<file path="config.mk">
export PLATFORM = sky130hd
export DESIGN_NAME = backslash_escape_decoder_core
export DESIGN_NICKNAME = d
export VERILOG_FILES = /design/src/rtl/core/bed_pkg.sv /design/src/rtl/core/bed_front.sv /design/src/rtl/core/bed_queue.sv /design/src/rtl/core/bed_back.sv /design/src/rtl/core/backslash_escape_decoder_core.sv
export VERILOG_INCLUDE_DIRS = /design/src /design/src/rtl/core
export SDC_FILE = /design/constraint.sdc
export NUM_CORES = 1
export LEC_CHECK = 0
export BUFFER_PORTS_ARGS = -buffer_cell sky130_fd_sc_hd__buf_2
export CELL_PAD_IN_SITES_DETAIL_PLACEMENT = 1
export CELL_PAD_IN_SITES_GLOBAL_PLACEMENT = 2
export CORE_UTILIZATION = 35
export CTS_CLUSTER_SIZE = 14
export DETAILED_ROUTE_END_ITERATION = 16
export HOLD_SLACK_MARGIN = 0.08
export PLACE_DENSITY_LB_ADDON = 0.05
export SLEW_MARGIN = 20
export SYNTH_ARGS = -nofsm -noshare
export SYNTH_HDL_FRONTEND = slang
export SYNTH_SLANG_ARGS = --single-unit
</file>
<file path="constraint.sdc">
create_clock -name clk -period 8.71 [get_ports clk]
set_input_delay 1.742 -clock clk [delete_from_list [all_inputs] [get_ports clk]]
set_output_delay 1.742 -clock clk [all_outputs]
set_load 0.005 [all_outputs]
</file>
<file path="src/rtl/core/backslash_escape_decoder_core_assert.svh">
// assertion macros for the decoder core rtl
`ifndef BACKSLASH_ESCAPE_DECODER_CORE_ASSERT_SVH
`define BACKSLASH_ESCAPE_DECODER_CORE_ASSERT_SVH

// same-cycle implication, checked out of reset
`define BED_ASSERT_IMP(label, clk, rst_n, ante, cons) \
    label: assert property (@(posedge clk) disable iff (!rst_n) (ante) |-> (cons)) \
        else $error("bed assertion failed");

// next-cycle implication, checked out of reset
`define BED_ASSERT_NXT(label, clk, rst_n, ante, cons) \
    label: assert property (@(posedge clk) disable iff (!rst_n) (ante) |=> (cons)) \
        else $error("bed assertion failed");

`endif

</file>
<file path="src/rtl/core/bed_pkg.sv">
package bed_pkg;

    // parser modes
    localparam logic [2:0] MODE_IDLE = 3'd0;
    localparam logic [2:0] MODE_ESC  = 3'd1;
    localparam logic [2:0] MODE_HASH = 3'd2;
    localparam logic [2:0] MODE_HEX  = 3'd3;
    localparam logic [2:0] MODE_DEC  = 3'd4;

    // result status codes
    localparam logic [2:0] ST_OK        = 3'd0;
    localparam logic [2:0] ST_BS_END    = 3'd1;
    localparam logic [2:0] ST_UNKNOWN   = 3'd2;
    localparam logic [2:0] ST_REF_END   = 3'd3;
    localparam logic [2:0] ST_BAD_START = 3'd4;
    localparam logic [2:0] ST_NOT_UNI   = 3'd5;

    // characters
    localparam logic [7:0] CH_BSLASH = 8'h5c;
    localparam logic [7:0] CH_QUOTE  = 8'h22;
    localparam logic [7:0] CH_NL     = 8'h0a;
    localparam logic [7:0] CH_HASH   = 8'h23;
    localparam logic [7:0] CH_SEMI   = 8'h3b;
    localparam logic [7:0] CH_X      = 8'h78;
    localparam logic [7:0] CH_T      = 8'h74;
    localparam logic [7:0] CH_N      = 8'h6e;
    localparam logic [7:0] CH_R      = 8'h72;
    localparam logic [7:0] CH_F      = 8'h66;
    localparam logic [7:0] CH_B      = 8'h62;
    localparam logic [7:0] CH_0      = 8'h30;
    localparam logic [7:0] CH_9      = 8'h39;
    localparam logic [7:0] CH_LA     = 8'h61;
    localparam logic [7:0] CH_LF     = 8'h66;
    localparam logic [7:0] CH_UA     = 8'h41;
    localparam logic [7:0] CH_UF     = 8'h46;

    localparam logic [15:0] REF_LIMIT = 16'hfffe;
    localparam logic [15:0] ACC_MAX   = 16'hffff;

    typedef struct packed {
        logic [7:0] in_byte;
        logic       end_of_text;
    } in_t;

    typedef struct packed {
        logic [15:0] char_code;
        logic [2:0]  status;
        logic        run_last;
        logic        text_done;
    } out_t;

    // one queue slot: the results of one byte
    typedef struct packed {
        out_t first;
        out_t second;
        logic two;
    } entry_t;

    typedef struct packed {
        logic mode_idle;
        logic accum_zero;
    } front_stat_t;

endpackage

</file>
<file path="src/rtl/core/bed_front.sv">
module bed_front
    import bed_pkg::*;
(
    input  logic        clk,
    input  logic        rst_n,
    input  logic        in_valid,
    output logic        in_ready,
    input  in_t         in_data,
    input  logic        q_ready,
    output logic        push,
    output entry_t      push_data,
    output front_stat_t stat
);

    logic [2:0]  mode_reg, mode_next;
    logic [15:0] accum_reg, accum_next;
    logic [7:0]  b;
    logic        last, accept;
    logic        dec_ok, hex_ok;
    logic [3:0]  hex_val;
    logic [19:0] sum16, sum10;
    logic [15:0] acc16, acc10;
    out_t        r0, r1;
    logic        have0, have1;

    function automatic out_t finish(input logic [15:0] v);
        out_t r;
        r = '0;
        if (v == 16'd0 || v >= REF_LIMIT)
            r.status = ST_NOT_UNI;
        else
        begin
            r.char_code = v;
            r.status    = ST_OK;
        end
        return r;
    endfunction

    assign b        = in_data.in_byte;
    assign last     = in_data.end_of_text;
    assign in_ready = q_ready;
    assign accept   = in_valid && in_ready;

    assign dec_ok  = b inside {[CH_0:CH_9]};
    assign hex_ok  = dec_ok || (b inside {[CH_LA:CH_LF]}) || (b inside {[CH_UA:CH_UF]});
    assign hex_val = dec_ok ? b[3:0] : 4'(b[3:0] + 4'd9);

    // saturating multiply-accumulate for both bases
    assign sum16 = {accum_reg, 4'b0000} + {16'd0, hex_val};
    assign sum10 = {1'b0, accum_reg, 3'b000} + {3'b000, accum_reg, 1'b0} + {16'd0, b[3:0]};
    assign acc16 = (|sum16[19:16]) ? ACC_MAX : sum16[15:0];
    assign acc10 = (|sum10[19:16]) ? ACC_MAX : sum10[15:0];

    always_comb
    begin
        mode_next  = mode_reg;
        accum_next = accum_reg;
        r0    = '0;
        r1    = '0;
        have0 = 1'b0;
        have1 = 1'b0;
        case (mode_reg)
            MODE_ESC:
            begin
                mode_next = MODE_IDLE;
                have0     = 1'b1;
                r0.status = ST_OK;
                case (b)
                    CH_T:      r0.char_code = 16'd9;
                    CH_N:      r0.char_code = 16'd10;
                    CH_R:      r0.char_code = 16'd13;
                    CH_F:      r0.char_code = 16'd12;
                    CH_B:      r0.char_code = 16'd8;
                    CH_BSLASH: r0.char_code = 16'd92;
                    CH_QUOTE:  r0.char_code = 16'd34;
                    CH_NL:     r0.char_code = 16'd10;
                    CH_HASH:
                    begin
                        if (last)
                            r0.status = ST_REF_END;
                        else
                        begin
                            have0     = 1'b0;
                            mode_next = MODE_HASH;
                        end
                    end
                    default:   r0.status = ST_UNKNOWN;
                endcase
            end
            MODE_HASH:
            begin
                accum_next = 16'd0;
                if (b == CH_X)
                begin
                    mode_next = MODE_HEX;
                    have0     = last;
                    r0        = finish(16'd0);
                end
                else if (dec_ok)
                begin
                    accum_next = {12'd0, b[3:0]};
                    mode_next  = MODE_DEC;
                    have0      = last;
                    r0         = finish({12'd0, b[3:0]});
                end
                else
                begin
                    mode_next = MODE_IDLE;
                    have0     = 1'b1;
                    r0.status = ST_BAD_START;
                end
            end
            MODE_HEX, MODE_DEC:
            begin
                if ((mode_reg == MODE_HEX) ? hex_ok : dec_ok)
                begin
                    accum_next = (mode_reg == MODE_HEX) ? acc16 : acc10;
                    have0      = last;
                    r0         = finish(accum_next);
                end
                else
                begin
                    // reference ends here
                    have0      = 1'b1;
                    r0         = finish(accum_reg);
                    mode_next  = MODE_IDLE;
                    accum_next = 16'd0;
                    if (b != CH_SEMI)
                    begin
                        // terminator is parsed again as a plain byte
                        if (b == CH_BSLASH)
                        begin
                            if (last)
                            begin
                                have1     = 1'b1;
                                r1.status = ST_BS_END;
                            end
                            else
                                mode_next = MODE_ESC;
                        end
                        else
                        begin
                            have1        = 1'b1;
                            r1.char_code = {8'd0, b};
                        end
                    end
                end
            end
            default:
            begin
                mode_next = MODE_IDLE;
                if (b == CH_BSLASH)
                begin
                    if (last)
                    begin
                        have0     = 1'b1;
                        r0.status = ST_BS_END;
                    end
                    else
                        mode_next = MODE_ESC;
                end
                else
                begin
                    have0        = 1'b1;
                    r0.char_code = {8'd0, b};
                end
            end
        endcase
        if (last)
        begin
            mode_next  = MODE_IDLE;
            accum_next = 16'd0;
        end
        r0.text_done = last;
        r1.text_done = last;
        r0.run_last  = !have1;
        r1.run_last  = 1'b1;
    end

    assign push           = accept && have0;
    assign push_data.first  = r0;
    assign push_data.second = r1;
    assign push_data.two    = have1;

    assign stat.mode_idle  = (mode_reg == MODE_IDLE);
    assign stat.accum_zero = (accum_reg == 16'd0);

    always_ff @(posedge clk or negedge rst_n)
    begin
        if (!rst_n)
        begin
            mode_reg  <= MODE_IDLE;
            accum_reg <= 16'd0;
        end
        else if (accept)
        begin
            mode_reg  <= mode_next;
            accum_reg <= accum_next;
        end
    end

endmodule

</file>
<file path="src/rtl/core/bed_queue.sv">
module bed_queue
    import bed_pkg::*;
#(
    parameter int DEPTH = 4
)
(
    input  logic                       clk,
    input  logic                       rst_n,
    input  logic                       push,
    input  entry_t                     push_data,
    output logic                       q_ready,
    input  logic                       pop,
    output logic                       q_valid,
    output entry_t                     head,
    output logic [$clog2(DEPTH+1)-1:0] count
);

    localparam int PW = (DEPTH > 1) ? $clog2(DEPTH) : 1;
    localparam int CW = $clog2(DEPTH + 1);

    entry_t          slot_reg [DEPTH];
    logic [PW-1:0]   wr_reg, wr_next, rd_reg, rd_next;
    logic [CW-1:0]   cnt_reg, cnt_next;
    logic            do_push, do_pop;

    assign q_valid = (cnt_reg != '0);
    // a pop in the same cycle frees a slot
    assign q_ready = (cnt_reg != CW'(DEPTH)) || pop;
    assign do_push = push && q_ready;
    assign do_pop  = pop && q_valid;
    assign head    = slot_reg[rd_reg];
    assign count   = cnt_reg;

    always_comb
    begin
        wr_next  = (wr_reg == PW'(DEPTH - 1)) ? '0 : PW'(wr_reg + 1'b1);
        rd_next  = (rd_reg == PW'(DEPTH - 1)) ? '0 : PW'(rd_reg + 1'b1);
        cnt_next = cnt_reg;
        if (do_push && !do_pop)
            cnt_next = CW'(cnt_reg + 1'b1);
        else if (do_pop && !do_push)
            cnt_next = CW'(cnt_reg - 1'b1);
    end

    always_ff @(posedge clk)
    begin
        if (do_push)
            slot_reg[wr_reg] <= push_data;
    end

    always_ff @(posedge clk or negedge rst_n)
    begin
        if (!rst_n)
        begin
            wr_reg  <= '0;
            rd_reg  <= '0;
            cnt_reg <= '0;
        end
        else
        begin
            if (do_push)
                wr_reg <= wr_next;
            if (do_pop)
                rd_reg <= rd_next;
            cnt_reg <= cnt_next;
        end
    end

endmodule

</file>
<file path="src/rtl/core/bed_back.sv">
module bed_back
    import bed_pkg::*;
(
    input  logic   clk,
    input  logic   rst_n,
    input  logic   q_valid,
    input  entry_t head,
    output logic   pop,
    output logic   out_valid,
    input  logic   out_ready,
    output out_t   out_data
);

    logic sel_reg, sel_next;
    logic take;

    assign out_valid = q_valid;
    assign out_data  = sel_reg ? head.second : head.first;
    assign take      = out_valid && out_ready;
    // slot retires after its last result
    assign pop       = take && (!head.two || sel_reg);

    always_comb
    begin
        sel_next = sel_reg;
        if (take)
            sel_next = head.two && !sel_reg;
    end

    always_ff @(posedge clk or negedge rst_n)
    begin
        if (!rst_n)
            sel_reg <= 1'b0;
        else
            sel_reg <= sel_next;
    end

endmodule

</file>
<file path="src/rtl/core/backslash_escape_decoder_core.sv">
// Backslash escape decoder: takes one string byte per request (in_byte plus an
// end_of_text flag) and returns decoded character codes, one per output request.
// Plain bytes pass through, backslash escapes give control or literal characters,
// and backslash-# references (x + hex digits or decimal digits, optional ';')
// give a code saturated at 65535; zero or 0xfffe and above report status 5.
// A byte gives zero, one or two results; run_last marks the last of a byte's
// results and text_done marks every result of the final byte. The parser takes
// a byte every cycle; its results go into a QUEUE_DEPTH-slot queue and leave at
// one per cycle. A byte with two results (a reference closed by a non-';'
// terminator that itself yields a result) is always preceded by at least two
// bytes with none, so while the receiver takes every result the input runs at
// one byte per cycle with no stall; only a stalled receiver fills the queue and
// holds off input. When the queue is empty, the first result is offered in the
// cycle after the input is accepted. No start-up pass after reset.
`include "backslash_escape_decoder_core_assert.svh"

module backslash_escape_decoder_core
    import bed_pkg::*;
#(
    parameter int QUEUE_DEPTH = 4
)
(
    input  logic clk,
    input  logic rst_n,
    input  logic in_valid,
    output logic in_ready,
    input  in_t  in_data,
    output logic out_valid,
    input  logic out_ready,
    output out_t out_data
);

    localparam int CW = $clog2(QUEUE_DEPTH + 1);

    // front to queue
    logic        push;
    entry_t      push_data;
    logic        q_ready;
    front_stat_t stat;

    // queue to back
    logic          q_valid;
    entry_t        head;
    logic          pop;
    logic [CW-1:0] q_count;

    // parser: escape state and reference accumulator
    bed_front u_front (
        .clk       (clk),
        .rst_n     (rst_n),
        .in_valid  (in_valid),
        .in_ready  (in_ready),
        .in_data   (in_data),
        .q_ready   (q_ready),
        .push      (push),
        .push_data (push_data),
        .stat      (stat)
    );

    // result slots between parser and output
    bed_queue #(
        .DEPTH (QUEUE_DEPTH)
    ) u_queue (
        .clk       (clk),
        .rst_n     (rst_n),
        .push      (push),
        .push_data (push_data),
        .q_ready   (q_ready),
        .pop       (pop),
        .q_valid   (q_valid),
        .head      (head),
        .count     (q_count)
    );

    // output side: one result per accepted output request
    bed_back u_back (
        .clk       (clk),
        .rst_n     (rst_n),
        .q_valid   (q_valid),
        .head      (head),
        .pop       (pop),
        .out_valid (out_valid),
        .out_ready (out_ready),
        .out_data  (out_data)
    );

    // the final byte always leaves the parser idle with a cleared accumulator
    `BED_ASSERT_NXT(a_end_clears, clk, rst_n, in_valid && in_ready && in_data.end_of_text, stat.mode_idle && stat.accum_zero)

    // queue fill never runs past its depth
    `BED_ASSERT_IMP(a_q_bound, clk, rst_n, 1'b1, q_count <= CW'(QUEUE_DEPTH))

    // error results carry a zero code
    `BED_ASSERT_IMP(a_err_zero, clk, rst_n, out_valid && out_data.status != ST_OK, out_data.char_code == 16'd0)

endmodule
</file>
==> metrics.yaml <==
cts:
  cts_tree: "built"
  postCtsHoldBufs: 0
  ctsResizeCount: 0
  clk_pin_slew_ns: 0.06
  clock_path_buffers: 2
  cts_setup_buffers: 0
  insertion_delay_ns: 0.42
  htreeDepth: 4
  clkSinkCount: 151
  cts-root-buf: "clkbuf_16"
  cts_made_buffers: 17
floorplan:
  initial_core_util_pct: 35.5
  dieArea_um2: 25200
  die_h_um: 159
  die_w_um: 159
  rows: 57
  coreArea_um2: 24200
  ios: 36
setup_path:
  worstSetupPathType: "in2reg"
  startpoint: "in_data[4]"
  r2r_setup_slack_ns: 3.53
  cp-end-kind: "flip-flop"
  critPathSlowestCell: "xor2_1"
  endpoint: "u_queue.slot_reg[3][34]"
  critical-path-max-stage-delay_ns: 0.75
  r2r-start: "u_front.accum_reg[0]"
  start_kind: "input port"
  crit_required_ns: 8.87
  cp_data_arrival_time_ns: 6.33
  r2r_cells: 13
  crit_fanout: 16
  reg2reg_to: "u_queue.slot_reg[3][34]"
  crit_chain: "buf_2 > fa_1 > inv_1 > fa_1 > nor2b_1 > o31a_1 > o31ai_1 > o311ai_1 > xor2_1 > or2_1 > a2bb2oi_1 > o21a_1 > o31a_1 > a22o_1"
timing:
  tightest_slew_ns: 1.05
  hold_violations: 0
  finalSetupViolCount: 0
  drv_slew: 0
  fin_worst_skew_ns: 0.0128
  rsz0062_at_grt: "false"
  slew_headroom_pct: 29.7
  finalSetupTns_ns: 0
  fin_crit_ns: 6.18
  fin_crit_sh_pct: 70.9
  max_freq_ghz: 0.162
global_routing:
  overflow: 0
  grt_pass1_vias: 6613
  antenna_found_initial: 0
  grt_start_max_net_pins: 35
  grt_pass1_wl_mm: 39.9
  grt_util_all_layers_pct: 20.9
flow_run:
  drv_cap: 0
yosys:
  ys_types: 79
  synth_largest_area_cell: "edfxtp_1"
  syn_area_um2: 8610
  synth_cells: 720
  synth_top_area_share_pct: 43.3
  synth_area_per_cell_um2: 12.0
  synth_seq_cells: 151
  ys_seq_area_share_pct: 51.1
  synth_edf_count: 124
  async_flop_share_pct: 17.9
  yosys_warnings: 0
  syn-num-nets: 779
  synth.area.top_cells: "edfxtp_1, mux4_2, dfrtp_1, ha_1, nand2_1"
  synthMostInstantiatedCell: "edfxtp_1"
  ys.flop_type: "edfxtp_1"
  yosys-top-cells-count: "edfxtp_1, nand2_1, ha_1"
finish:
  regArea_um2: 4400
  multi_input_area_um2: 3970
  n_fill_cell: 2645
  stdcell_area_um2: 9700
  drive_gt1_share_pct: 17.1
  nets: 807
  antennaDiodeCount: 0
  largest_reg_flops: 124
  area_growth_pct: 12.7
detailed_routing:
  wl_met2_mm: 12.4
  drc: 0
  vias: 6166
  wl_met1_mm: 11.8
  wl_met3_um: 728
  highest_layer: "met4"
  via_per_inst: 5.68
  ant_nets: 0
  drt_wl_total_mm: 25.4
  firstDrtPassIters: 6
  drt_iter0_markers: 361
  wl_per_cell_um: 23.4
placement:
  gp_congestion: 0.842
  port_buffers: 35
  place_hpwl_mm: 18.3
  dpl_cell_area_um2: 9120
worst_hold_path:
  hold_path_class: "reg2reg"
  hp-start: "u_queue.count[2]"
pwr:
  vdd.ir_drop.worst_mv: 0.192
  finalPower_mw: 2.28
  p_leak_nw: 3.73
  cellPowerDensity_nw_per_um2: 235
status:
  outcome: "complete, no violations"
[logic make-up (layout without fill, tap and decap cells)]
kind of cell             after synthesis  after routing  synth area share (%)
multiplexers                          35             35                  8.61
AO/OA/AOI/OAI                        184            184                  15.6
adder cells (fa/ha/maj)               46             46                  6.95
flip-flops                           151            151                  51.1
buffers and inverters                 60            101                  2.79
XOR/XNOR                              19             19                  1.93
AND/OR/NAND/NOR                      225            225                  13.0
[report_power, final]
part	switching (mW)	internal (mW)	leakage, nW	total [mW]
sequential	0.0424	0.912	1.54	0.954
combinational	0.347	0.278	1.91	0.625
clock	0.297	0.404	0.282	0.701
total	0.687	1.59	3.73	2.28
[metal layers]
metal  up-vias  track usage, %
met5         -               0
met4         0            6.44
met3        31            2.74
met2       117            35.1
met1      3175            28.0
li1       2843               -
[critical path, delay by kind of cell]
| family | cells | cell delay (ns) |
|---|---|---|
| compound gates | 7 | 1.74 |
| buf+inv | 2 | 0.29 |
| fa+ha+maj | 2 | 1.06 |
| xor+xnor | 1 | 0.75 |
| simple gates | 2 | 0.72 |
[cell type report]
cell class	instances	share of cell area, %
multi-input cells	509	40.9
clock inverters	13	1.08
well taps	324	4.18
clock buffers	19	4.90
flip-flops and latches	151	45.4
inverters	24	0.929
repair buffers	45	2.58
[worst min-delay path by stage]
| stage | endpoint | slack (ns) | cells past startpoint |
|---|---|---|---|
| after floorplan | u_queue.count[2] | 0.45 | 1 |
| after global placement | u_queue.count[2] | 0.49 | 1 |
| after detailed placement | u_queue.count[2] | 0.49 | 1 |
| after CTS | u_queue.count[2] | 0.50 | 1 |
| after global routing | u_queue.count[2] | 0.50 | 1 |
| final | u_queue.count[2] | 0.50 | 1 |
[metrics by stage]
| step | hold slack [ns] | util (%) | worst slack (ns) | cells |
|---|---|---|---|---|
| 2_1_floorplan | 0.455 | - | 3.58 | 720 |
| 3_3_place_gp | 0.485 | 37.6 | 2.30 | 1053 |
| 3_5_place_dp | 0.490 | 37.6 | 2.08 | 1053 |
| 4_1_cts | 0.502 | 40.0 | 2.54 | 1085 |
| 5_1_grt | 0.504 | 40.0 | 2.13 | 1085 |
| 6_report | 0.500 | 40.0 | 2.53 | 1085 |
[cells in the final DEF (no fill, tap or decap), types with 7 or more instances in the layout]
cell | synthesis | routed
edfxtp_1 | 124 | 124
nand2_1 | 82 | 82
ha_1 | 43 | 43
nor2_1 | 39 | 39
a21oi_1 | 37 | 37
buf_2 | 3 | 35
o21ai_0 | 33 | 33
mux4_2 | 31 | 31
dfrtp_1 | 27 | 26
inv_1 | 24 | 24
and2_1 | 21 | 21
a22o_1 | 20 | 20
clkbuf_16 | 0 | 19
nor3_1 | 14 | 14
and3_1 | 13 | 13
xnor2_1 | 11 | 11
buf_4 | 3 | 10
o21a_1 | 8 | 8
o31ai_1 | 9 | 8
xor2_1 | 8 | 8
nor4_1 | 7 | 7
nand3_1 | 7 | 7
nand4_1 | 7 | 7
a21o_1 | 7 | 7
o22a_1 | 7 | 7
No activity file was read; power rests on OpenSTA's default activity.
